$ cat config.mk
export PLATFORM = sky130hd
export DESIGN_NAME = telemetry_frame_handler_top
export DESIGN_NICKNAME = d
export VERILOG_FILES = /design/src/rtl/tfh_pkg.sv /design/src/rtl/tfh_reply_tx.sv /design/src/rtl/telemetry_frame_handler_top.sv
export SDC_FILE = /design/constraint.sdc
export NUM_CORES = 1
export LEC_CHECK = 0
export BUFFER_PORTS_ARGS = -buffer_cell sky130_fd_sc_hd__buf_2
export CELL_PAD_IN_SITES_DETAIL_PLACEMENT = 0
export CELL_PAD_IN_SITES_GLOBAL_PLACEMENT = 1
export CORE_MARGIN = 5
export CORE_UTILIZATION = 35
export DETAILED_ROUTE_END_ITERATION = 10
export HOLD_SLACK_MARGIN = 0.08
export PLACE_DENSITY = 0.64
export SYNTH_ARGS = -nofsm -noshare
export SYNTH_HDL_FRONTEND = slang
export SYNTH_SLANG_ARGS = --single-unit
$ cat constraint.sdc
create_clock -name clk_i -period 6.4 [get_ports clk_i]
set_input_delay 0.32 -clock clk_i [delete_from_list [all_inputs] [get_ports clk_i]]
set_output_delay 0.32 -clock clk_i [all_outputs]
set_load 0.005 [all_outputs]
$ cat src/rtl/tfh_pkg.sv
// shared types and constants of the telemetry frame handler
// no dependencies
package tfh_pkg;

  localparam int unsigned FrameBytes = 20;
  localparam int unsigned PosW       = 5;
  localparam int unsigned GainWords  = 3;

  localparam logic [PosW-1:0] PosIdle  = PosW'(FrameBytes);
  localparam logic [PosW-1:0] PosCheck = PosW'(FrameBytes - 1);
  localparam logic [PosW-1:0] PosCmd   = PosW'(2);
  localparam logic [PosW-1:0] PosGain0 = PosW'(3);
  localparam logic [PosW-1:0] PosGainN = PosW'(14);

  localparam logic [7:0] HdrByte0  = 8'h46;
  localparam logic [7:0] HdrByte1  = 8'h43;
  localparam logic [7:0] SumInit   = 8'hFF;
  localparam logic [7:0] CmdSetA   = 8'h00;
  localparam logic [7:0] CmdRead   = 8'h10;
  localparam logic [7:0] CmdSetB   = 8'h20;
  localparam logic [7:0] CmdMode   = 8'h30;
  localparam logic [7:0] ModeCountRst = 8'd9;

  typedef logic [GainWords-1:0][31:0] gain_words_t;

  // ieee single 4e-4, 2e-6, 7e-3 (word 0 in the low bits)
  localparam gain_words_t GainRst = {32'h3BE56042, 32'h360637BD, 32'h39D1B717};

  typedef struct packed {
    logic start;
    logic is_mode;
  } reply_launch_t;

endpackage

$ cat src/rtl/tfh_reply_tx.sv
// reply frame generator: streams one 20-byte reply per launch
// depends on tfh_pkg
module tfh_reply_tx
  import tfh_pkg::*;
(
  input  logic          clk_i,
  input  logic          rst_ni,
  input  reply_launch_t launch_i,
  input  gain_words_t   gains_i,
  input  logic [7:0]    mode_i,
  output logic          busy_o,
  output logic          m_axis_tvalid,
  input  logic          m_axis_tready,
  output logic [7:0]    m_axis_tdata,
  output logic          m_axis_tlast
);

  logic            busy_q, busy_d;
  logic            kind_q, kind_d;
  logic [PosW-1:0] idx_q, idx_d;
  logic [7:0]      sum_q, sum_d;
  logic [3:0]      rel;
  logic [7:0]      gain_byte;
  logic [7:0]      tx_byte;
  logic            beat;

  assign rel = 4'(idx_q - PosGain0);

  always_comb begin
    gain_byte = 8'h00;
    case (rel[3:2])
      2'd0: gain_byte = gains_i[0][{rel[1:0], 3'b000} +: 8];
      2'd1: gain_byte = gains_i[1][{rel[1:0], 3'b000} +: 8];
      2'd2: gain_byte = gains_i[2][{rel[1:0], 3'b000} +: 8];
      default: gain_byte = 8'h00;
    endcase
  end

  always_comb begin
    tx_byte = 8'h00;
    if (idx_q == 5'd0) begin
      tx_byte = HdrByte0;
    end else if (idx_q == 5'd1) begin
      tx_byte = HdrByte1;
    end else if (idx_q == PosCmd) begin
      tx_byte = kind_q ? CmdMode : CmdSetB;
    end else if (idx_q == PosCheck) begin
      tx_byte = sum_q;
    end else if (kind_q) begin
      tx_byte = (idx_q == PosGain0) ? mode_i : 8'h00;
    end else if (idx_q <= PosGainN) begin
      tx_byte = gain_byte;
    end
  end

  assign beat = busy_q && m_axis_tready;

  always_comb begin
    busy_d = busy_q;
    kind_d = kind_q;
    idx_d  = idx_q;
    sum_d  = sum_q;
    if (launch_i.start) begin
      busy_d = 1'b1;
      kind_d = launch_i.is_mode;
      idx_d  = '0;
      sum_d  = SumInit;
    end else if (beat) begin
      sum_d = sum_q - tx_byte;
      idx_d = idx_q + 5'd1;
      if (idx_q == PosCheck) begin
        busy_d = 1'b0;
      end
    end
  end

  always_ff @(posedge clk_i or negedge rst_ni) begin
    if (!rst_ni) begin
      busy_q <= 1'b0;
      kind_q <= 1'b0;
      idx_q  <= '0;
      sum_q  <= SumInit;
    end else begin
      busy_q <= busy_d;
      kind_q <= kind_d;
      idx_q  <= idx_d;
      sum_q  <= sum_d;
    end
  end

  assign busy_o        = busy_q;
  assign m_axis_tvalid = busy_q;
  assign m_axis_tdata  = tx_byte;
  assign m_axis_tlast  = (idx_q == PosCheck);

endmodule

$ cat src/rtl/telemetry_frame_handler_top.sv
// telemetry frame handler top level: frame receiver, command decode, reply
// depends on tfh_pkg and tfh_reply_tx
//
// usage:
//  s_axis: one received frame byte per beat in tdata, tuser marks byte 0 of a
//  frame. the running checksum, command id and gain bytes are updated in the
//  accepting cycle. on byte 19 the checksum is compared. a good frame with
//  command 0x00, 0x10, 0x20, or 0x30 with a valid mode code, starts a 20-byte
//  reply on m_axis the next cycle (tlast on the checksum byte). one reply byte
//  per cycle while the receiver is ready.
//  s_axis takes a byte every cycle; only byte 19 of a frame is held off while
//  the previous reply is still going out, since a frame needs 20 beats this
//  only happens when m_axis stalls.
//  cfg: cfg_we_i writes mode_count from cfg_wdata_i; write only while idle.
//  reset: no frame open, gains back to defaults, mode 0, mode_count 9,
//  no reply pending. a stalled reply byte holds on m_axis.
module telemetry_frame_handler_top
  import tfh_pkg::*;
(
  input  logic       clk_i,
  input  logic       rst_ni,
  input  logic       cfg_we_i,
  input  logic [7:0] cfg_wdata_i,
  input  logic       s_axis_tvalid,
  output logic       s_axis_tready,
  input  logic [7:0] s_axis_tdata,   // [7:0] rx_byte
  input  logic       s_axis_tuser,   // [0] frame_first
  output logic       m_axis_tvalid,
  input  logic       m_axis_tready,
  output logic [7:0] m_axis_tdata,   // [7:0] tx_byte
  output logic       m_axis_tlast
);

  logic [7:0]      mode_count_q;
  logic [PosW-1:0] pos_q, pos_d, pos_eff;
  logic [7:0]      sum_q, sum_d, sum_eff;
  logic [7:0]      cmd_q, cmd_d;
  gain_words_t     pend_q, pend_d;
  gain_words_t     gain_q, gain_d;
  logic [7:0]      mode_q, mode_d;
  logic [3:0]      rel;
  logic            tx_busy;
  logic            accept;
  reply_launch_t   launch;

  // byte 19 may go in together with the last beat of the previous reply
  assign s_axis_tready = !(tx_busy && !(m_axis_tready && m_axis_tlast) && pos_q == PosCheck);
  assign accept        = s_axis_tvalid && s_axis_tready;

  assign pos_eff = s_axis_tuser ? '0 : pos_q;
  assign sum_eff = s_axis_tuser ? SumInit : sum_q;
  assign rel     = 4'(pos_eff - PosGain0);

  always_comb begin
    pos_d  = pos_q;
    sum_d  = sum_q;
    cmd_d  = cmd_q;
    pend_d = pend_q;
    gain_d = gain_q;
    mode_d = mode_q;
    launch = '0;
    if (accept) begin
      pos_d = pos_eff;
      sum_d = sum_eff;
      if (pos_eff == PosCheck) begin
        pos_d = PosIdle;
        if (s_axis_tdata == sum_eff) begin
          case (cmd_q)
            CmdSetA, CmdSetB: begin
              gain_d       = pend_q;
              launch.start = 1'b1;
            end
            CmdRead: begin
              launch.start = 1'b1;
            end
            CmdMode: begin
              if (pend_q[0][7:0] < mode_count_q) begin
                mode_d         = pend_q[0][7:0];
                launch.start   = 1'b1;
                launch.is_mode = 1'b1;
              end
            end
            default: ;
          endcase
        end
      end else if (pos_eff < PosCheck) begin
        sum_d = sum_eff - s_axis_tdata;
        pos_d = pos_eff + 5'd1;
        if (pos_eff == PosCmd) begin
          cmd_d = s_axis_tdata;
        end else if (pos_eff >= PosGain0 && pos_eff <= PosGainN) begin
          // little-endian capture, byte 3 is the low byte of word 0
          pend_d[rel[3:2]][{rel[1:0], 3'b000} +: 8] = s_axis_tdata;
        end
      end
    end
  end

  always_ff @(posedge clk_i or negedge rst_ni) begin
    if (!rst_ni) begin
      mode_count_q <= ModeCountRst;
      pos_q        <= PosIdle;
      sum_q        <= SumInit;
      cmd_q        <= '0;
      gain_q       <= GainRst;
      mode_q       <= '0;
    end else begin
      if (cfg_we_i) begin
        mode_count_q <= cfg_wdata_i;
      end
      pos_q  <= pos_d;
      sum_q  <= sum_d;
      cmd_q  <= cmd_d;
      gain_q <= gain_d;
      mode_q <= mode_d;
    end
  end

  // captured gain bytes carry no reset
  always_ff @(posedge clk_i) begin
    pend_q <= pend_d;
  end

  tfh_reply_tx u_reply_tx (
    .clk_i         (clk_i),
    .rst_ni        (rst_ni),
    .launch_i      (launch),
    .gains_i       (gain_q),
    .mode_i        (mode_q),
    .busy_o        (tx_busy),
    .m_axis_tvalid (m_axis_tvalid),
    .m_axis_tready (m_axis_tready),
    .m_axis_tdata  (m_axis_tdata),
    .m_axis_tlast  (m_axis_tlast)
  );

endmodule

After elaboration in Yosys (flattened, before gate mapping)
Index checks and enable logic that the tools add are counted.

cells by class
  $lt $le $gt $ge = 7
  bitwise gates (word level) = 2
  equal/unequal tests = 13
  mux-type cells = 31
  reduce and logical (&&, ||, !) cells = 21
  shifts and indexed selects = 5
  add/subtract/negate cells = 7

operator list
  cell                    number
  $bwmux 96               1
  $mux 8                  12
  $shiftx 32x6->8         3
  $demux 32 s2            1
  $mux 32                 1
  $shift 8x7->32 const A  1
  $shiftx 8x7->32         1
  $mux 5                  6
  $pmux 8 s3              1
  $eq 8x6->1 const B      2
  $sub 8x8->8             2
  $eq 5x2->1 const B      3
  $eq 5x5->1 const B      3
  $add 5x1->5 const B     2
  $le 5x4->1 const B      2
  $reduce_and 5->1        2
  $eq 8x5->1 const B      1
  $eq 8x8->1              1
  $logic_not 8->1         1
  $lt 8x8->1              1
  $mux 2                  4
  $reduce_and 4->1        2
  $sub 4x2->4 const B     2
  $logic_and 1x1->1       7
  18 further kinds        24

storage, ports and cells
  bits in registers = 244
  output and inout bits = 11
  word-level logic and storage cells = 101
  input bits = 22

Logic depth before layout (Yosys ltp)
  depth after elaboration = 12
  gate-level depth with buffers = 24
  depth with buffers taken out = 20

Modules after synthesis
Synthesis repeated with hierarchy kept, for this count alone.

unflattened totals
  cells, all modules = 872
  area total of the unflattened synthesis = 11451.0 µm²

by module, submodules not included
  module                       cells each  area each (µm²)  times used  seq. area each (µm²)
  telemetry_frame_handler_top  590         9295.2           1           6287.3
  tfh_reply_tx                 282         2155.8           1           385.4

Worst setup path before layout
No wires, ideal clock.

  path type = reg2reg
  from = reg u_reply_tx.idx_q[0]
  to = reg u_reply_tx.sum_q[7]
  stages on the path, launching flop included = 23
  clock period less this slack = 4.746 ns
  arrival = 4.665 ns
  data required time = 6.318 ns
  library setup time = 0.082 ns
  slack = 1.654 ns
  buffers on the path = 5
  cells stage by stage = dfrtp_1 buf_2 clkbuf_1 a21oi_1 xor2_1 ha_1 clkbuf_1 clkbuf_1 clkbuf_1 a21oi_1 o21ai_0 a41oi_1 nand2_1 o211ai_1 and2_1 ha_1 nor2b_1 o21ai_0 a21oi_1 o41ai_1 xnor2_1 nand2_1 a211o_1

on the way
  longest elaborated chain between the ends = 12
  elaborated cells on any way between the ends = 32
  those cells by class = 2 x add/sub; 1 x order compare; 6 x eq/ne; 3 x shift; 11 x mux; 9 x reduce/logical

RTL lines
  what                                           RTL line            RTL
  start, declared                                tfh_reply_tx.sv:20  logic [PosW-1:0] idx_q, idx_d;
  start signal, assigned                         tfh_reply_tx.sv:86  idx_q <= idx_d;
  $sub 4x2->4                                    tfh_reply_tx.sv:27  assign rel = 4'(idx_q - PosGain0);
  $shiftx 32x6->8, or another cell as far along  tfh_reply_tx.sv:34  2'd2: gain_byte = gains_i[2][{rel[1:0], 3'b000} +: 8];
  $pmux 8 s3                                     tfh_reply_tx.sv:31  case (rel[3:2])
  $mux 8                                         tfh_reply_tx.sv:51  end else if (idx_q <= PosGainN) begin
  $mux 8                                         tfh_reply_tx.sv:49  end else if (kind_q) begin
  $mux 8                                         tfh_reply_tx.sv:47  end else if (idx_q == PosCheck) begin
  $mux 8                                         tfh_reply_tx.sv:45  end else if (idx_q == PosCmd) begin
  $mux 8                                         tfh_reply_tx.sv:43  end else if (idx_q == 5'd1) begin
  $mux 8                                         tfh_reply_tx.sv:41  if (idx_q == 5'd0) begin
  $sub 8x8->8                                    tfh_reply_tx.sv:69  sum_d = sum_q - tx_byte;
  $mux 8                                         tfh_reply_tx.sv:68  end else if (beat) begin
  $mux 8                                         tfh_reply_tx.sv:63  if (launch_i.start) begin
  end signal, assigned                           tfh_reply_tx.sv:82  sum_q <= SumInit;
  end signal, assigned                           tfh_reply_tx.sv:87  sum_q <= sum_d;
  end, declared                                  tfh_reply_tx.sv:21  logic [7:0] sum_q, sum_d;

Parallel ways exist; a longest one is shown, timed or not. The select of a mux whose other input is x is not followed.
A chain may end at the register's enable or synchronous reset.

Final worst setup path
Same ends and word-level chain as after synthesis.

==> metrics.csv <==
metric,value,unit
dieArea,36100,um2
r2r-end,u_reply_tx.sum_q[7]$_DFFE_PN1P_,
nets,970,
cts_tree,built,
async_reset_ff_frac,0.607,
min_period,5.16,ns
crit_path_start,u_reply_tx.idx_q[0]$_DFFE_PN0P_,
status,"finished, final reports clean",
drive_above_1_share,0.332,
fin_setup_tns,0,ns
ir_drop,0.204,mV
ant_nets,0,
root_buffer,clkbuf_16,
hold_viol,0,
numCtsBuffers,27,
regToRegSetupSlack,1.24,ns
grt_pass1_wl,43.9,mm
met2_length,12.5,mm
critPathCaptureType,flip-flop,
crit_path_start_kind,flip-flop,
crit_type,reg2reg,
dr_wl_met3,1.20,mm
syn_nets,922,
leakage,5.28,nW
grt_pass1_vias,7178,
cts_sinks,244,
rsz0062_at_grt,no,
die_y,190,um
hold_slack,0.103,ns
critPathArrivalTime,5.62,ns
cp.required,6.85,ns
syn_inst,864,
ys_seq_area_frac,0.589,
die_x,190,um
path_clk_slew,0.06,ns
syn2layout_area_growth,15.0,%
start_util,0.351,
hold_class,in2reg,
holdCritStartpoint,s_axis_tdata[1],
wirelength,27.7,mm
netlist_area,11300,um2
clock_skew,0.0162,ns
max_freq,194,MHz
grtUsageTotal,0.154,
post_drt_via_cell_ratio,5.04,
reg2reg_depth,17,
post-route-period-util,0.807,
ys_ff_latch,244,
pin_count,33,
dr_total_vias,6935,
hpwlAfterDp,19.1,mm
drt_iter0_drc,460,
final_cell_mix,"mux2_2, edfxtp_1, dfrtp_1",
first_pass_iters,4,
gr-total-overflow,0,
synthDistinctLibCells,63,
cts_setup_buffers,0,
timing.rr.start,u_reply_tx.idx_q[0]$_DFFE_PN0P_,
insertion_delay,0.53,ns
setup_viol,0,
cap_violations,0,
antenna_found_initial,1,
syn_avg_cell_area,13.1,um2
drt-met1-wl,13.5,mm
hold_path_end,cmd_q[1]$_DFFE_PN0P_,
worstMarginPinSlew,1.19,ns
ys_warn_count,0,
relSlewSlack,0.208,
numPortBuffers,32,
whs_path_depth,2,
top_layer_used,met4,
rows,66,
yosys_most_used_dff,edfxtp_1,
grt_max_degree,78,
synth_edf_count,96,
h-tree-depth,1,
critPathMaxFanout,26,
cts_buffer_depth,3,
powerDensity,272,nW/um2
drv_slew,0,
core,32300,um2
wl_per_cell,20.1,um
gp_congestion,0.840,
mostFrequentLayoutCell,mux2_2,
drc,0,
[metrics by stage]
stage	util	std cells	setup WS, ns	power, mW	area (um2)
floorplan	-	864	1.65	1.92	11300
global placement	0.373	1313	1.38	2.01	12000
detailed placement	0.373	1313	1.34	2.02	12000
CTS	0.404	1374	1.31	3.59	13000
global route	0.404	1374	0.749	3.70	13000
finish	0.404	1375	1.24	3.55	13000
[synth_stat cells, drive strengths merged (3+ instances only)]
cell type | number | area [um2]
mux4 | 7 | 158
a21o | 8 | 60.1
xor2 | 9 | 78.8
nor2 | 37 | 149
and2 | 21 | 131
nor4 | 28 | 196
clkbuf | 23 | 86.3
nand3 | 10 | 67.6
ha | 34 | 425
a211o | 9 | 78.8
a21boi | 4 | 30.0
xnor2 | 11 | 96.3
a22oi | 13 | 97.6
a221oi | 8 | 70.1
o21a | 3 | 22.5
and3 | 4 | 25.0
a41oi | 4 | 35.0
o211ai | 3 | 22.5
dfstp | 69 | 1810
clkinv | 3 | 11.3
a32oi | 4 | 35.0
or2 | 7 | 43.8
a21oi | 21 | 105
nand2b | 4 | 25.0
buf | 24 | 158
nor2b | 6 | 37.5
o21ai | 52 | 260
nand4 | 5 | 46.3
dfrtp | 79 | 1980
inv | 35 | 131
a31oi | 4 | 25.0
a22o | 12 | 105
or3 | 3 | 18.8
edfxtp | 96 | 2880
nor3 | 10 | 50.1
nand2 | 54 | 203
mux2 | 120 | 1380
[where the power goes]
group          internal [mW]  switching (mW)  leakage, nW
Clock                  0.947           0.610        0.436
Combinational          0.105           0.150         2.25
Sequential              1.70          0.0398         2.59
[worst max path at each step]
stage	end	slack, ns
floorplan	u_reply_tx.sum_q[7]$_DFFE_PN1P_	1.65
global placement	u_reply_tx.sum_q[7]$_DFFE_PN1P_	1.38
detailed placement	u_reply_tx.sum_q[7]$_DFFE_PN1P_	1.34
CTS	u_reply_tx.sum_q[7]$_DFFE_PN1P_	1.31
global route	u_reply_tx.sum_q[7]$_DFFE_PN1P_	0.75
finish	u_reply_tx.sum_q[7]$_DFFE_PN1P_	1.24
[repair_timing]
item                      4_1_cts  5_1_grt
hold endpoints to repair       46        0
resized for setup               0        0
hold buffers                   12        0
[critical path, cell delays in order (launching register included)]
cell and delay (ns):
dfrtp_1 0.53, ha_1 0.34, xor2_1 0.23, ha_1 0.98
a221oi_1 0.23, o21ai_0 0.31, a41oi_1 0.18, nand2_1 0.13
o211ai_1 0.12, and2_1 0.22, ha_1 0.29, nor2b_1 0.12
o21ai_0 0.22, a21oi_1 0.13, o41ai_1 0.52, xnor2_1 0.18
nand2_1 0.06, a211o_1 0.29
[cell type report]
class,instances,area (um2)
clock buffers,35,716
clock inverters,14,174
repair buffers,66,464
flip-flops and latches,244,6670
diodes,1,2.50
inverters,38,143
well taps,442,553
fillers,3053,19200
multi-input cells,535,4320
[per-layer routing]
layer  global-route usage  vias up
met3               0.0259       32
li1                     -     3299
met5                    0        -
met4               0.0303        0
met1                0.232     3473
met2                0.237      131
[sequential cells by signal (all words and copies together) (netlist names)]
name               count
cmd_q                  8
gain_q                96
mode_count_q           8
mode_q                 8
pend_q                96
pos_q                  5
sum_q                  8
u_reply_tx.busy_o      1
u_reply_tx.idx_q       5
u_reply_tx.kind_q      1
u_reply_tx.sum_q       8
[cell families (layout without fill, tap and decap cells)]
family / after synthesis / in the layout / share of synthesized area
AND/OR/NAND/NOR: 195 / 195 / 0.0920
multiplexers: 127 / 127 / 0.136
other: 0 / 1 / 0
adder cells (fa/ha/maj): 36 / 36 / 0.0411
buffers and inverters: 85 / 153 / 0.0341
flip-flops: 244 / 244 / 0.589
AO/OA/AOI/OAI: 157 / 157 / 0.0931
XOR/XNOR: 20 / 20 / 0.0154
(Power assumes the default switching activity.)
